==> config.mk <==
export PLATFORM = sky130hd
export DESIGN_NAME = metadata_frame_classifier
export DESIGN_NICKNAME = d
export VERILOG_FILES = /design/src/rtl/mfc_pkg.sv /design/src/rtl/metadata_frame_classifier.sv /design/src/rtl/mfc_cfg.sv /design/src/rtl/mfc_front.sv /design/src/rtl/mfc_fifo.sv
export VERILOG_INCLUDE_DIRS = /design/src /design/src/rtl
export SDC_FILE = /design/constraint.sdc
export NUM_CORES = 1
export LEC_CHECK = 0
export BUFFER_PORTS_ARGS = -buffer_cell sky130_fd_sc_hd__buf_2
export CORE_MARGIN = 2
export CORE_UTILIZATION = 30
export CTS_CLUSTER_DIAMETER = 80
export DETAILED_ROUTE_END_ITERATION = 10
export PLACE_DENSITY = 0.54
export SYNTH_ARGS = -nofsm -noshare
export SYNTH_HDL_FRONTEND = slang
export SYNTH_HIERARCHICAL = 1
export SYNTH_SLANG_ARGS = --single-unit
==> constraint.sdc <==
create_clock -name clk_i -period 7.3 [get_ports clk_i]
set_input_delay 0.365 -clock clk_i [delete_from_list [all_inputs] [get_ports clk_i]]
set_output_delay 0.365 -clock clk_i [all_outputs]
set_load 0.01 [all_outputs]
==> src/rtl/metadata_frame_classifier_macros.svh <==
// ----------------------------------------------------------------------------
// Assertion macros for the metadata frame classifier
// Shared concurrent assertion forms, clocked on clk_i, quiet during reset.
// ----------------------------------------------------------------------------
`ifndef METADATA_FRAME_CLASSIFIER_MACROS_SVH
`define METADATA_FRAME_CLASSIFIER_MACROS_SVH

// Same-cycle implication
`define MFC_ASSERT_IMPL(lbl, ante, cons) \
  lbl: assert property (@(posedge clk_i) disable iff (!rst_ni) (ante) |-> (cons)) \
    else $error("mfc assertion failed");

// Next-cycle implication
`define MFC_ASSERT_NEXT(lbl, ante, cons) \
  lbl: assert property (@(posedge clk_i) disable iff (!rst_ni) (ante) |=> (cons)) \
    else $error("mfc assertion failed");

`endif

==> src/rtl/mfc_pkg.sv <==
// ----------------------------------------------------------------------------
// mfc_pkg
// Types and constants shared by the metadata frame classifier modules.
// ----------------------------------------------------------------------------
package mfc_pkg;

  // Configuration port
  localparam int unsigned AddrWidth = 3;
  localparam int unsigned DataWidth = 32;

  typedef enum logic {
    RegTargetAddress = 1'b0,
    RegTargetPort    = 1'b1
  } reg_idx_e;

  localparam logic [31:0] TargetAddressReset = 32'hA9FE_A9FE;
  localparam logic [15:0] TargetPortReset    = 16'd80;

  // Frame decoding
  localparam logic [15:0] KindArp    = 16'h0806;
  localparam logic [15:0] KindIpv4   = 16'h0800;
  localparam logic [5:0]  OffsetMax  = 6'd63;
  localparam logic [5:0]  ArpLastOff = 6'd41;   // 42-byte minimum ARP frame
  localparam logic [5:0]  TcpLastOff = 6'd53;   // 54-byte minimum TCP frame
  localparam logic [8:0]  QueueCount = 9'd256;

  typedef struct packed {
    logic [31:0] target_address;
    logic [15:0] intercept_port;
  } cfg_t;

  typedef struct packed {
    logic       verdict;
    logic [7:0] socket_queue;
  } result_t;

endpackage

==> src/rtl/metadata_frame_classifier.sv <==
// ----------------------------------------------------------------------------
// metadata_frame_classifier
// Classifies Ethernet frames byte by byte and queues one redirect/pass
// verdict per frame.
// ----------------------------------------------------------------------------
//  Channel   Direction  Handshake               Payload
//  frame     in         push / full             frame_byte_i, end_of_frame_i,
//                                               queue_number_i
//  result    out        empty / pop             verdict_o, socket_queue_o
//  config    in         psel/penable/pwrite     paddr, pwdata, prdata
//
//  One byte is taken every cycle while full is low; the parser state updates on each byte.
//  A frame's verdict is queued with its final byte, behind any unread verdicts.
//  full rises only when ResultDepth verdicts wait unread; the parser then
//  stalls until pop frees an entry.
//  Reset is asynchronous; afterwards the block takes bytes at once.
// ----------------------------------------------------------------------------
module metadata_frame_classifier #(
  parameter int unsigned ResultDepth = 2
) (
  input  logic                          clk_i,
  input  logic                          rst_ni,
  // frame bytes
  input  logic                          push,
  output logic                          full,
  input  logic [7:0]                    frame_byte_i,
  input  logic                          end_of_frame_i,
  input  logic [7:0]                    queue_number_i,
  // verdicts
  output logic                          empty,
  input  logic                          pop,
  output logic                          verdict_o,
  output logic [7:0]                    socket_queue_o,
  // configuration
  input  logic                          psel,
  input  logic                          penable,
  input  logic                          pwrite,
  input  logic [mfc_pkg::AddrWidth-1:0] paddr,
  input  logic [mfc_pkg::DataWidth-1:0] pwdata,
  output logic [mfc_pkg::DataWidth-1:0] prdata,
  output logic                          pready
);

  mfc_pkg::cfg_t    cfg;
  mfc_pkg::result_t res_in, res_out;
  logic             res_push;
  logic             in_acc;
  logic             out_acc;

  assign in_acc  = push && !full;
  assign out_acc = pop && !empty;

  mfc_cfg u_cfg (
    .clk_i   (clk_i),
    .rst_ni  (rst_ni),
    .psel    (psel),
    .penable (penable),
    .pwrite  (pwrite),
    .paddr   (paddr),
    .pwdata  (pwdata),
    .prdata  (prdata),
    .pready  (pready),
    .cfg_o   (cfg)
  );

  mfc_front u_front (
    .clk_i          (clk_i),
    .rst_ni         (rst_ni),
    .cfg_i          (cfg),
    .accept_i       (in_acc),
    .frame_byte_i   (frame_byte_i),
    .end_of_frame_i (end_of_frame_i),
    .queue_number_i (queue_number_i),
    .res_valid_o    (res_push),
    .res_o          (res_in)
  );

  mfc_fifo #(
    .Depth (ResultDepth)
  ) u_fifo (
    .clk_i   (clk_i),
    .rst_ni  (rst_ni),
    .push_i  (res_push),
    .data_i  (res_in),
    .pop_i   (out_acc),
    .data_o  (res_out),
    .full_o  (full),
    .empty_o (empty)
  );

  assign verdict_o      = res_out.verdict;
  assign socket_queue_o = res_out.socket_queue;

endmodule

==> src/rtl/mfc_cfg.sv <==
// ----------------------------------------------------------------------------
// mfc_cfg
// APB-style register file holding the intercept address and port.
// ----------------------------------------------------------------------------
module mfc_cfg (
  input  logic                             clk_i,
  input  logic                             rst_ni,
  input  logic                             psel,
  input  logic                             penable,
  input  logic                             pwrite,
  input  logic [mfc_pkg::AddrWidth-1:0]    paddr,
  input  logic [mfc_pkg::DataWidth-1:0]    pwdata,
  output logic [mfc_pkg::DataWidth-1:0]    prdata,
  output logic                             pready,
  output mfc_pkg::cfg_t                    cfg_o
);

  logic [31:0]       addr_q, addr_d;
  logic [15:0]       port_q, port_d;
  logic              wr_en;
  mfc_pkg::reg_idx_e reg_idx;

  assign pready  = 1'b1;
  assign wr_en   = psel && penable && pwrite;
  assign reg_idx = mfc_pkg::reg_idx_e'(paddr[mfc_pkg::AddrWidth-1]);

  // Decode the write request
  always_comb begin
    addr_d = addr_q;
    port_d = port_q;
    if (wr_en) begin
      unique case (reg_idx)
        mfc_pkg::RegTargetAddress: addr_d = pwdata;
        mfc_pkg::RegTargetPort:    port_d = pwdata[15:0];
        default: ;
      endcase
    end
  end

  always_ff @(posedge clk_i or negedge rst_ni) begin
    if (!rst_ni) begin
      addr_q <= mfc_pkg::TargetAddressReset;
      port_q <= mfc_pkg::TargetPortReset;
    end else begin
      addr_q <= addr_d;
      port_q <= port_d;
    end
  end

  // Read back
  always_comb begin
    unique case (reg_idx)
      mfc_pkg::RegTargetAddress: prdata = addr_q;
      mfc_pkg::RegTargetPort:    prdata = {16'd0, port_q};
      default:                   prdata = '0;
    endcase
  end

  assign cfg_o.target_address = addr_q;
  assign cfg_o.intercept_port = port_q;

endmodule

==> src/rtl/mfc_front.sv <==
// ----------------------------------------------------------------------------
// mfc_front
// Byte parser: tracks the offset, checks ARP and IPv4/TCP fields, and issues
// one verdict on the final byte of each frame.
// ----------------------------------------------------------------------------
`include "metadata_frame_classifier_macros.svh"

module mfc_front (
  input  logic             clk_i,
  input  logic             rst_ni,
  input  mfc_pkg::cfg_t    cfg_i,
  input  logic             accept_i,
  input  logic [7:0]       frame_byte_i,
  input  logic             end_of_frame_i,
  input  logic [7:0]       queue_number_i,
  output logic             res_valid_o,
  output mfc_pkg::result_t res_o
);

  logic [5:0]  off_q, off_d;
  logic [15:0] kind_q, kind_d, kind_n;
  logic        arp_q, arp_d, arp_n;
  logic        tcp_q, tcp_d, tcp_n;
  logic [7:0]  lq_q, lq_d, lq_n;
  logic        arp_chk, tcp_chk;
  logic [7:0]  arp_want, tcp_want;
  logic        redirect;

  // ARP field checks by offset
  always_comb begin
    arp_chk  = 1'b1;
    arp_want = 8'h00;
    unique case (off_q)
      6'd14:   arp_want = 8'h00;   // hardware type
      6'd15:   arp_want = 8'h01;
      6'd16:   arp_want = 8'h08;   // protocol type
      6'd17:   arp_want = 8'h00;
      6'd18:   arp_want = 8'd6;    // hardware length
      6'd19:   arp_want = 8'd4;    // protocol length
      6'd20:   arp_want = 8'h00;   // opcode: request
      6'd21:   arp_want = 8'h01;
      6'd38:   arp_want = cfg_i.target_address[31:24];  // target IP
      6'd39:   arp_want = cfg_i.target_address[23:16];
      6'd40:   arp_want = cfg_i.target_address[15:8];
      6'd41:   arp_want = cfg_i.target_address[7:0];
      default: arp_chk  = 1'b0;
    endcase
  end

  // IPv4/TCP field checks by offset
  always_comb begin
    tcp_chk  = 1'b1;
    tcp_want = 8'h00;
    unique case (off_q)
      6'd23:   tcp_want = 8'd6;    // IP protocol: TCP
      6'd30:   tcp_want = cfg_i.target_address[31:24];  // destination IP
      6'd31:   tcp_want = cfg_i.target_address[23:16];
      6'd32:   tcp_want = cfg_i.target_address[15:8];
      6'd33:   tcp_want = cfg_i.target_address[7:0];
      6'd36:   tcp_want = cfg_i.intercept_port[15:8];   // destination port
      6'd37:   tcp_want = cfg_i.intercept_port[7:0];
      default: tcp_chk  = 1'b0;
    endcase
  end

  // Fold the current byte into the frame state
  always_comb begin
    kind_n = kind_q;
    lq_n   = lq_q;
    if (off_q == 6'd0) begin
      lq_n = queue_number_i;
    end
    if (off_q == 6'd12) begin
      kind_n[15:8] = frame_byte_i;
    end else if (off_q == 6'd13) begin
      kind_n[7:0] = frame_byte_i;
    end
    arp_n = arp_q && !(arp_chk && (frame_byte_i != arp_want));
    tcp_n = tcp_q && !(tcp_chk && (frame_byte_i != tcp_want));
  end

  // Verdict for a frame ending on this byte
  always_comb begin
    redirect = ((kind_n == mfc_pkg::KindArp) && (off_q >= mfc_pkg::ArpLastOff) && arp_n) ||
               ((kind_n == mfc_pkg::KindIpv4) && (off_q >= mfc_pkg::TcpLastOff) && tcp_n);
    if ({1'b0, lq_n} >= mfc_pkg::QueueCount) begin
      redirect = 1'b0;
    end
  end

  assign res_valid_o        = accept_i && end_of_frame_i;
  assign res_o.verdict      = redirect;
  assign res_o.socket_queue = redirect ? lq_n : 8'd0;

  // Advance, or clear after the final byte
  always_comb begin
    off_d  = off_q;
    kind_d = kind_q;
    arp_d  = arp_q;
    tcp_d  = tcp_q;
    lq_d   = lq_q;
    if (accept_i) begin
      if (end_of_frame_i) begin
        off_d  = '0;
        kind_d = '0;
        arp_d  = 1'b1;
        tcp_d  = 1'b1;
        lq_d   = '0;
      end else begin
        off_d  = (off_q < mfc_pkg::OffsetMax) ? off_q + 6'd1 : off_q;
        kind_d = kind_n;
        arp_d  = arp_n;
        tcp_d  = tcp_n;
        lq_d   = lq_n;
      end
    end
  end

  always_ff @(posedge clk_i or negedge rst_ni) begin
    if (!rst_ni) begin
      off_q  <= '0;
      kind_q <= '0;
      arp_q  <= 1'b1;
      tcp_q  <= 1'b1;
      lq_q   <= '0;
    end else begin
      off_q  <= off_d;
      kind_q <= kind_d;
      arp_q  <= arp_d;
      tcp_q  <= tcp_d;
      lq_q   <= lq_d;
    end
  end

  `MFC_ASSERT_NEXT(a_clear_after_last, accept_i && end_of_frame_i,
                   (off_q == 6'd0) && arp_q && tcp_q && (kind_q == 16'd0))
  `MFC_ASSERT_NEXT(a_offset_saturates,
                   accept_i && !end_of_frame_i && (off_q == mfc_pkg::OffsetMax),
                   off_q == mfc_pkg::OffsetMax)

endmodule

==> src/rtl/mfc_fifo.sv <==
// ----------------------------------------------------------------------------
// mfc_fifo
// Short result queue between the parser and the result port.
// ----------------------------------------------------------------------------
`include "metadata_frame_classifier_macros.svh"

module mfc_fifo #(
  parameter int unsigned Depth = 2
) (
  input  logic             clk_i,
  input  logic             rst_ni,
  input  logic             push_i,
  input  mfc_pkg::result_t data_i,
  input  logic             pop_i,
  output mfc_pkg::result_t data_o,
  output logic             full_o,
  output logic             empty_o
);

  localparam int unsigned PtrW = (Depth > 1) ? $clog2(Depth) : 1;
  localparam int unsigned CntW = $clog2(Depth + 1);

  mfc_pkg::result_t    mem_q [Depth];
  logic [PtrW-1:0]     wr_ptr_q, wr_ptr_d;
  logic [PtrW-1:0]     rd_ptr_q, rd_ptr_d;
  logic [CntW-1:0]     count_q, count_d;

  assign full_o  = (count_q == CntW'(Depth));
  assign empty_o = (count_q == '0);
  assign data_o  = mem_q[rd_ptr_q];

  // Advance pointers and occupancy
  always_comb begin
    wr_ptr_d = wr_ptr_q;
    rd_ptr_d = rd_ptr_q;
    count_d  = count_q;
    if (push_i) begin
      wr_ptr_d = (wr_ptr_q == PtrW'(Depth - 1)) ? '0 : wr_ptr_q + PtrW'(1);
    end
    if (pop_i) begin
      rd_ptr_d = (rd_ptr_q == PtrW'(Depth - 1)) ? '0 : rd_ptr_q + PtrW'(1);
    end
    if (push_i && !pop_i) begin
      count_d = count_q + CntW'(1);
    end else if (pop_i && !push_i) begin
      count_d = count_q - CntW'(1);
    end
  end

  always_ff @(posedge clk_i or negedge rst_ni) begin
    if (!rst_ni) begin
      wr_ptr_q <= '0;
      rd_ptr_q <= '0;
      count_q  <= '0;
    end else begin
      wr_ptr_q <= wr_ptr_d;
      rd_ptr_q <= rd_ptr_d;
      count_q  <= count_d;
    end
  end

  // Hold the entries
  always_ff @(posedge clk_i) begin
    if (push_i) begin
      mem_q[wr_ptr_q] <= data_i;
    end
  end

  `MFC_ASSERT_IMPL(a_count_bound, 1'b1, count_q <= CntW'(Depth))
  `MFC_ASSERT_NEXT(a_push_grows, push_i && !pop_i,
                   count_q == $past(count_q) + CntW'(1))

endmodule
After elaboration in Yosys (flattened, before gate mapping)
Memory sizes are Yosys's and may differ from the RTL's.
Cells that the tools add are included.

storage, ports and cells
  memories = 1
  bits in writable memories = 18
  output and inout bits = 44
  logic and storage cells = 100
  flip-flop bits (word level) = 84

memory list
  name          words  width  read ports  clocked after memory_dff  wr ports  line            text
  u_fifo.mem_q  2      9      1           0                         1         mfc_fifo.sv:23  mfc_pkg::result_t mem_q [Depth];

cells by class
  mux-type cells = 22
  equality and inequality tests = 26
  magnitude comparators = 3
  $add $sub $neg = 5
  bitwise logic cells = 1
  reductions and logical operators = 32

operator list
  cell                                                               number
  32-bit one-hot mux with 2 select lines                             1
  8-bit one-hot mux with 8 select lines                              1
  8-bit one-hot mux with 7 select lines                              1
  6-bit by 5-bit == test with 1-bit output, second input constant    9
  6-bit == test, second input constant                               8
  8-bit two-way mux                                                  6
  16-bit by 12-bit == test with 1-bit output, second input constant  2
  6-bit by 4-bit == test with 1-bit output, second input constant    4
  16-bit two-way mux                                                 1
  8-bit != test                                                      2
  1-bit logical AND                                                  15
  6-bit greater-or-equal comparator, second input constant           2
  6-bit two-way mux                                                  2
  12-bit OR reduction                                                1
  1-bit two-way mux                                                  8
  7-bit OR reduction                                                 1
  6-bit by 1-bit adder with 6-bit output, second input constant      1
  1-bit zero test                                                    6
  6-bit zero test                                                    1
  6-bit < comparator, second input constant                          1
  2-bit AND reduction                                                3
  2-bit two-way mux                                                  2
  2-bit nonzero test                                                 2
  1-bit adder, second input constant                                 2
  7 further kinds                                                    7

Logic depth before layout (Yosys ltp)
Gate-level depths: netlist of the first run.

  word-level depth = 10
  gate-level depth with buffers = 12
  mapped depth without buffers = 9

Cells and area by module
Netlist of the first run, hierarchy kept.

by module, submodules not included
  module                     area each (um^2)  seq. area each (um^2)  times used  cells each
  mfc_front                  2851.5            803.3                  1           348
  mfc_cfg                    2290.9            1231.2                 1           140
  mfc_fifo                   842.1             640.6                  1           44
  metadata_frame_classifier  27.5              0.0                    1           2

Worst setup path after synthesis of the first run
Ideal clock, no wire load.

  kind = reg-to-reg
  start = register u_front.off_q[0]
  end = memory u_fifo/mem_q[0][0] in the netlist's numbering (data pin)
  required time = 7.103 ns
  data arrival time = 2.390 ns
  cell stages (with the launch flop) = 11
  setup time = 0.197 ns
  slack = 4.713 ns
  cell sequence = dfrtp_1 -> inv_1 -> ha_1 -> clkbuf_1 -> a22oi_1 -> o22ai_1 -> xnor2_1 -> nand4_1 -> nor4_1 -> o21ai_1 -> a221oi_1

RTL lines
  what                    line              text
  start, declared         mfc_front.sv:20   logic [5:0] off_q, off_d;
  start signal, assigned  mfc_front.sv:121  off_q <= '0;
  start signal, assigned  mfc_front.sv:127  off_q <= off_d;
  end, declared           mfc_fifo.sv:23

==> impl_metrics.env, run 1 <==
export IMPL_path_clk_slew_ns=0.07
export IMPL_vias=4559
export IMPL_worstPathArrival_ns=3.87
export IMPL_min_period_ns=3.75
export IMPL_root_buffer="clkbuf_16"
export IMPL_num_rows=51
export IMPL_ff2ff_setup_slack_ns=3.55
export IMPL_crit_fanout=23
export IMPL_finalHoldViolCount=0
export IMPL_worstSetupStartpoint="u_front/off_q[1]$_DFFE_PN0P_"
export IMPL_synthArstFlopShare_pct=82.4
export IMPL_top_level_ports=103
export IMPL_setup_tns_ns=0
export IMPL_antenna_found_initial=0
export IMPL_grt_pass1_wl_mm=25.4
export IMPL_io_buffers=99
export IMPL_fin_cells=873
export IMPL_setup_violations=0
export IMPL_endpoint_kind="flip-flop"
export IMPL_first_pass_iters=7
export IMPL_core_area_mm2=0.0196
export IMPL_syn_avg_cell_area_um2=11.3
export IMPL_yosysUniqueCellTypes=60
export IMPL_power_density_mw_per_mm2=301
export IMPL_place_gp_congestion=0.858
export IMPL_ys_seq_area_share_pct=44.5
export IMPL_synth_edf_count=18
export IMPL_clock_skew_ns=0.00627
export IMPL_slew_violations=0
export IMPL_cts_tree="done"
export IMPL_synth_fp_nets=599
export IMPL_ys_ff_latch=102
export IMPL_via_per_inst=5.22
export IMPL_grt_pass1_vias=4589
export IMPL_crit_end="u_fifo/mem_q[0][1]$_DFFE_PP_"
export IMPL_antenna_cells=0
export IMPL_reg2regPathDepth=9
export IMPL_die_x_um=146
export IMPL_start_kind="flip-flop"
export IMPL_utilization_pct=35.3
export IMPL_cts_buffers=9
export IMPL_antenna_left=0
export IMPL_yosysTopAreaCell="dfrtp_1"
export IMPL_synthTopCellsByArea="dfrtp_1, dfstp_2, edfxtp_1"
export IMPL_r2r_end="u_fifo/mem_q[0][1]$_DFFE_PP_"
export IMPL_drt_wirelength_per_cell_um=17.9
export IMPL_syn_instance_count=534
export IMPL_synth_main_ff_cell="dfrtp_1"
export IMPL_grt_util_all_layers_pct=14.9
export IMPL_cts_resized=0
export IMPL_critPathKind="flip-flop to flip-flop"
export IMPL_ir_worst_vdd_uv=150
export IMPL_initial_core_util_pct=30.7
export IMPL_p_leak_nw=2.83
export IMPL_hold_ws_ns=0.237
export IMPL_slew_headroom_pct=24.8
export IMPL_die_area_mm2=0.0212
export IMPL_cts_buffer_depth=2
export IMPL_synth_top_area_share_pct=24.1
export IMPL_synth_warnings=6
export IMPL_hpwlAfterDp_mm=11.2
export IMPL_cp_required_ns=7.43
export IMPL_fp_dieH_um=146
export IMPL_post_route_drc_count=0
export IMPL_dp_cells=856
export IMPL_wirelength_mm=15.6
export IMPL_hold_class="input pin to flip-flop"
export IMPL_drive_above_1_share_pct=37.3
export IMPL_worstMarginPinSlew_ns=1.11
export IMPL_grt_overflow_total=0
export IMPL_timing_rr_start="u_front/off_q[1]$_DFFE_PN0P_"
export IMPL_grt_max_degree=48
export IMPL_drv_cap=0
export IMPL_syn_to_final_growth_pct=15.0
export IMPL_min_delay_path_depth=2
export IMPL_cts_htree_levels=3
export IMPL_clk_latency_ns=0.35
export IMPL_fmax_ghz=0.267
export IMPL_drtIter0Drc=288
export IMPL_fin_crit_sh_pct=51.3
export IMPL_syn_cell_area_mm2=0.00601
export IMPL_status="completed"
export IMPL_fin_nets=668
export IMPL_rsz0062_at_grt="no"
export IMPL_numClockSinks=102
-- cell families after synthesis --
logic type	after synthesis	share of synthesized area, %
compound gates	140	17.3
simple gates	138	13.6
flops	102	44.5
mux	73	15.5
buf+inv	51	4.43
xor+xnor	23	3.35
fa+ha+maj	6	1.25
other cells	1	0.0624
-- cell type report --
class | count | area (um^2)
fillers | 1981 | 12700
repair buffers | 103 | 531
flip-flops and latches | 102 | 2680
clock buffers | 9 | 225
inverters | 6 | 22.5
multi-input cells | 381 | 3070
well taps | 265 | 332
clock inverters | 7 | 57.6
-- through the flow --
step / setup slack [ns] / power [mW] / cell area [um^2]
finish: 3.55 / 2.08 / 6910
global route: 3.33 / 2.22 / 6910
CTS: 3.61 / 2.10 / 6910
detailed placement: 3.65 / 1.64 / 6620
global placement: 3.76 / 1.61 / 6620
floorplan: 4.71 / 1.42 / 6010
-- worst min path at each step --
stage | end | startpoint | slack [ns]
floorplan | u_cfg/addr_q[0]$_DFFE_PN0P_ | rst_ni | 0.07
global placement | u_cfg/port_q[9]$_DFFE_PN0P_ | rst_ni | 0.35
global route | u_cfg/addr_q[28]$_DFFE_PN0P_ | pwdata[28] | 0.22
finish | u_cfg/addr_q[29]$_DFFE_PN1P_ | pwdata[29] | 0.24
detailed placement | u_cfg/port_q[9]$_DFFE_PN0P_ | rst_ni | 0.36
CTS | u_cfg/addr_q[29]$_DFFE_PN1P_ | pwdata[29] | 0.23
-- flip-flops by register name, summed over array words and instances (netlist names) --
signal and flops:
u_front/off_q 6, u_front/kind_q 16, u_front/arp_q 1, u_fifo/wr_ptr_q 1
u_front/tcp_q 1, u_cfg/port_q 16, u_front/lq_q 8, u_fifo/count_q 2
u_cfg/addr_q 32, u_fifo/rd_ptr_q 1, u_fifo/mem_q 18
-- metal layers --
metal  GRT usage (%)  up-vias  routed length (um)  part of all wire [%]
met5               0        -                   0                     0
met4            5.25        0                 415                   2.7
met3            3.20       32                 794                   5.1
met2            23.3      144                7050                    45
met1            20.3     2250                7330                    47
li1                -     2133                   -                     -
-- repair_timing --
action                    CTS  global route
buffers inserted            0             0
hold buffers                1             0
hold endpoints to repair   17             0
-- cell usage after synthesis, drive strengths merged, types with 12 or more instances --
library cell and number:
mux2 73, dfrtp 58, a22oi 37, nand2 28
buf 27, dfstp 26, nor2 26, nor2b 26
o2bb2ai 24, clkbuf 18, edfxtp 18, o22ai 15
a21oi 13, a221oi 13, xnor2 13, o21ai 12
-- worst max-delay path, stage by stage, from the launching register on --
cell      delay (ns)
dfrtp_1         0.42
inv_1           0.13
ha_1            0.74
a22oi_1         0.32
o22ai_1         0.30
o21a_1          0.17
o22ai_1         0.08
nor4_1          0.48
o21ai_1         0.38
a221oi_1        0.48
-- cell usage in the layout (no fill, tap or decap), types with 7 or more instances in the layout --
cell type,Yosys,layout
a221oi_1,12,12
nand3_1,7,7
xnor2_1,13,13
mux2_2,43,43
edfxtp_1,18,18
dfrtp_1,58,58
nand2_1,28,28
a22oi_1,37,37
a21boi_0,8,8
nand2b_1,8,8
o2bb2ai_1,24,24
mux2_4,30,30
o21ai_0,9,9
nor2b_1,24,24
buf_2,12,98
o22ai_1,15,15
xor2_1,10,10
nor3_1,8,8
clkbuf_16,0,9
nor2_1,26,26
dfstp_2,26,26
a21oi_1,13,13
-- report_power, final --
group	leakage (nW)	switching, mW	internal [mW]
clock	0.130	0.223	0.235
sequential	1.16	0.154	0.750
combinational	1.54	0.373	0.348
No activity file was read; power rests on OpenSTA's default activity.
==> run 2: changes to the inputs <==
clock period = 3.79 ns   (was 7.3 ns; I/O delays follow)
==> run 2 against run 1 <==
Worst hold slack got worse by 0.17 ns. Via count rose by 1.2%. Power rose by 98%. Core utilization rose by 0.55 points. Critical path type unchanged. Largest power group unchanged. Highest routed layer unchanged.
==> impl_metrics.env, run 2 (synthesis gave the netlist of run 1 again) <==
export IMPL_die_area_mm2=0.0212
export IMPL_final_cell_mix="buf_2, dfrtp_1, mux2_2, a22oi_1, mux2_4"
export IMPL_drv_cap=0
export IMPL_hold_ws_ns=0.0654
export IMPL_p_leak_nw=2.90
export IMPL_top_register="u_cfg/addr_q"
export IMPL_rsz0062_at_grt="no"
export IMPL_antenna_found_initial=0
export IMPL_die_x_um=146
export IMPL_syn_to_final_growth_pct=16.8
export IMPL_cts_tree="done"
export IMPL_grt_pass1_vias=4575
export IMPL_power_density_mw_per_mm2=587
export IMPL_switchingPower_mw=1.46
export IMPL_wirelength_mm=15.7
export IMPL_drive_above_1_share_pct=38.6
export IMPL_drtIter0Drc=341
export IMPL_grt_pass1_wl_mm=25.5
export IMPL_num_rows=51
export IMPL_drt_wirelength_per_cell_um=17.7
export IMPL_grt_util_all_layers_pct=15.0
export IMPL_hold_class="input pin to flip-flop"
export IMPL_place_gp_congestion=0.877
export IMPL_crit_fanout=17
export IMPL_clk_latency_ns=0.35
export IMPL_cts_buffer_depth=2
export IMPL_dp_cells=867
export IMPL_antenna_left=0
export IMPL_fin_nets=679
export IMPL_top_level_ports=103
export IMPL_finalHoldViolCount=0
export IMPL_utilization_pct=35.8
export IMPL_cts_htree_levels=3
export IMPL_vias=4612
export IMPL_core_area_mm2=0.0196
export IMPL_hpwlAfterDp_mm=11.5
export IMPL_fin_ws_ns=0.327
export IMPL_worstMarginPinSlew_ns=0.868
export IMPL_post_route_drc_count=0
export IMPL_critPathKind="flip-flop to flip-flop"
export IMPL_slew_violations=0
export IMPL_layout_commonest_cell="buf_2"
export IMPL_path_clk_slew_ns=0.07
export IMPL_numClockSinks=102
export IMPL_power_internal_mw=2.67
export IMPL_start_kind="flip-flop"
export IMPL_reg_top3="u_cfg/addr_q x32, u_fifo/mem_q x18"
export IMPL_slowest_stage="ha_1"
export IMPL_status="completed"
export IMPL_min_period_ns=3.46
export IMPL_fin_crit_sh_pct=91.4
export IMPL_setup_tns_ns=0
export IMPL_swShare_pct=35.3
export IMPL_dp_slack_ns=0.303
export IMPL_fin_cells=884
export IMPL_grt_max_degree=50
export IMPL_ir_worst_vdd_uv=261
export IMPL_pwr_share_seq_pct=42.0
export IMPL_fmax_ghz=0.289
export IMPL_io_buffers=99
export IMPL_p_comb_share_pct=34.8
export IMPL_clockPowerShare_pct=23.2
export IMPL_fp_dieH_um=146
export IMPL_power_total_mw=4.12
export IMPL_antenna_cells=0
export IMPL_clock_skew_ns=0.00588
export IMPL_crit_chain="inv_1 -> ha_1 -> a22oi_1 -> o22ai_1 -> o21a_1 -> o22ai_1 -> nor4_1 -> o21ai_1 -> a221oi_1"
export IMPL_place_area_mm2=0.00670
export IMPL_cts_buffers=9
export IMPL_cp_num_buf_inv=1
export IMPL_endpoint_kind="flip-flop"
export IMPL_cp_required_ns=3.91
export IMPL_initial_core_util_pct=30.7
export IMPL_via_per_inst=5.22
export IMPL_critPathTopFamily="compound AO/OA/AOI/OAI gates"
export IMPL_root_buffer="clkbuf_16"
export IMPL_path_common_cell="o22ai_1"
export IMPL_setup_violations=0
export IMPL_largest_reg_flops=32
export IMPL_grt_overflow_total=0
export IMPL_slew_headroom_pct=42.1
export IMPL_max_stage_delay_ns=0.62
export IMPL_final_cell_area_mm2=0.00702
export IMPL_first_pass_iters=5
export IMPL_worstPathArrival_ns=3.58
-- run 2: cell types whose count changed in the layout (fill, tap and decap cells not counted) --
| cell | previous run | this run |
|---|---|---|
| bufinv_16 | 0 | 1 |
| clkinvlp_4 | 2 | 1 |
| ha_2 | 0 | 1 |
| clkinv_4 | 2 | 1 |
| inv_6 | 1 | 2 |
| buf_4 | 4 | 15 |
| ha_1 | 6 | 5 |
-- run 2: final timing paths --
check / from / end / slack (ns) / depth (start not counted)
min in group asynchronous: rst_ni / u_cfg/port_q[9]$_DFFE_PN0P_ / 0.37 / 2
max in group asynchronous: rst_ni / u_front/arp_q$_DFFE_PN1P_ / 2.47 / 3
setup / recovery: u_front/off_q[0]$_DFFE_PN0P_ / u_fifo/mem_q[1][4]$_DFFE_PP_ / 0.33 / 9
hold / removal: pwdata[18] / u_cfg/addr_q[18]$_DFFE_PN1P_ / 0.07 / 2
setup reg to reg: u_front/off_q[0]$_DFFE_PN0P_ / u_fifo/mem_q[1][4]$_DFFE_PP_ / 0.33 / 9
hold reg to reg: u_front/arp_q$_DFFE_PN1P_ / u_front/arp_q$_DFFE_PN1P_ / 0.48 / 2
-- run 2: cell type report --
| cell class | count | area [um^2] |
|---|---|---|
| Sequential cell | 102 | 2680 |
| Fill cell | 1963 | 12600 |
| Tap cell | 265 | 332 |
| Clock buffer | 9 | 225 |
| Multi-Input combinational cell | 381 | 3070 |
| Inverter | 6 | 22.5 |
| Clock inverter | 7 | 80.1 |
| Timing Repair Buffer | 114 | 613 |
-- run 2: metal layers --
metal / wire, um / global-route usage (%) / share of wire (%) / vias to the layer above
met5: 0 / 0 / 0 / -
met4: 211 / 4.46 / 1.3 / 0
met3: 1140 / 3.79 / 7.3 / 13
met2: 7260 / 23.7 / 46 / 180
met1: 7030 / 20.3 / 45 / 2262
li1: - / - / - / 2157
-- run 2: repair_timing --
action                                  in CTS  in global routing
buffers inserted                             0                  0
resized for setup                            0                  1
endpoints found under the hold margin       24                  0
endpoints found under the setup margin       0                 12
hold buffers                                 1                  0
-- run 2: power groups by stage --
stage,clock network (mW),registers [mW],logic (mW)
CTS,0.990,1.73,1.44
global route,1.04,1.78,1.58
detailed placement,0,1.75,1.44
floorplan,0,1.62,1.11
finish,0.956,1.73,1.44
global placement,0,1.73,1.40
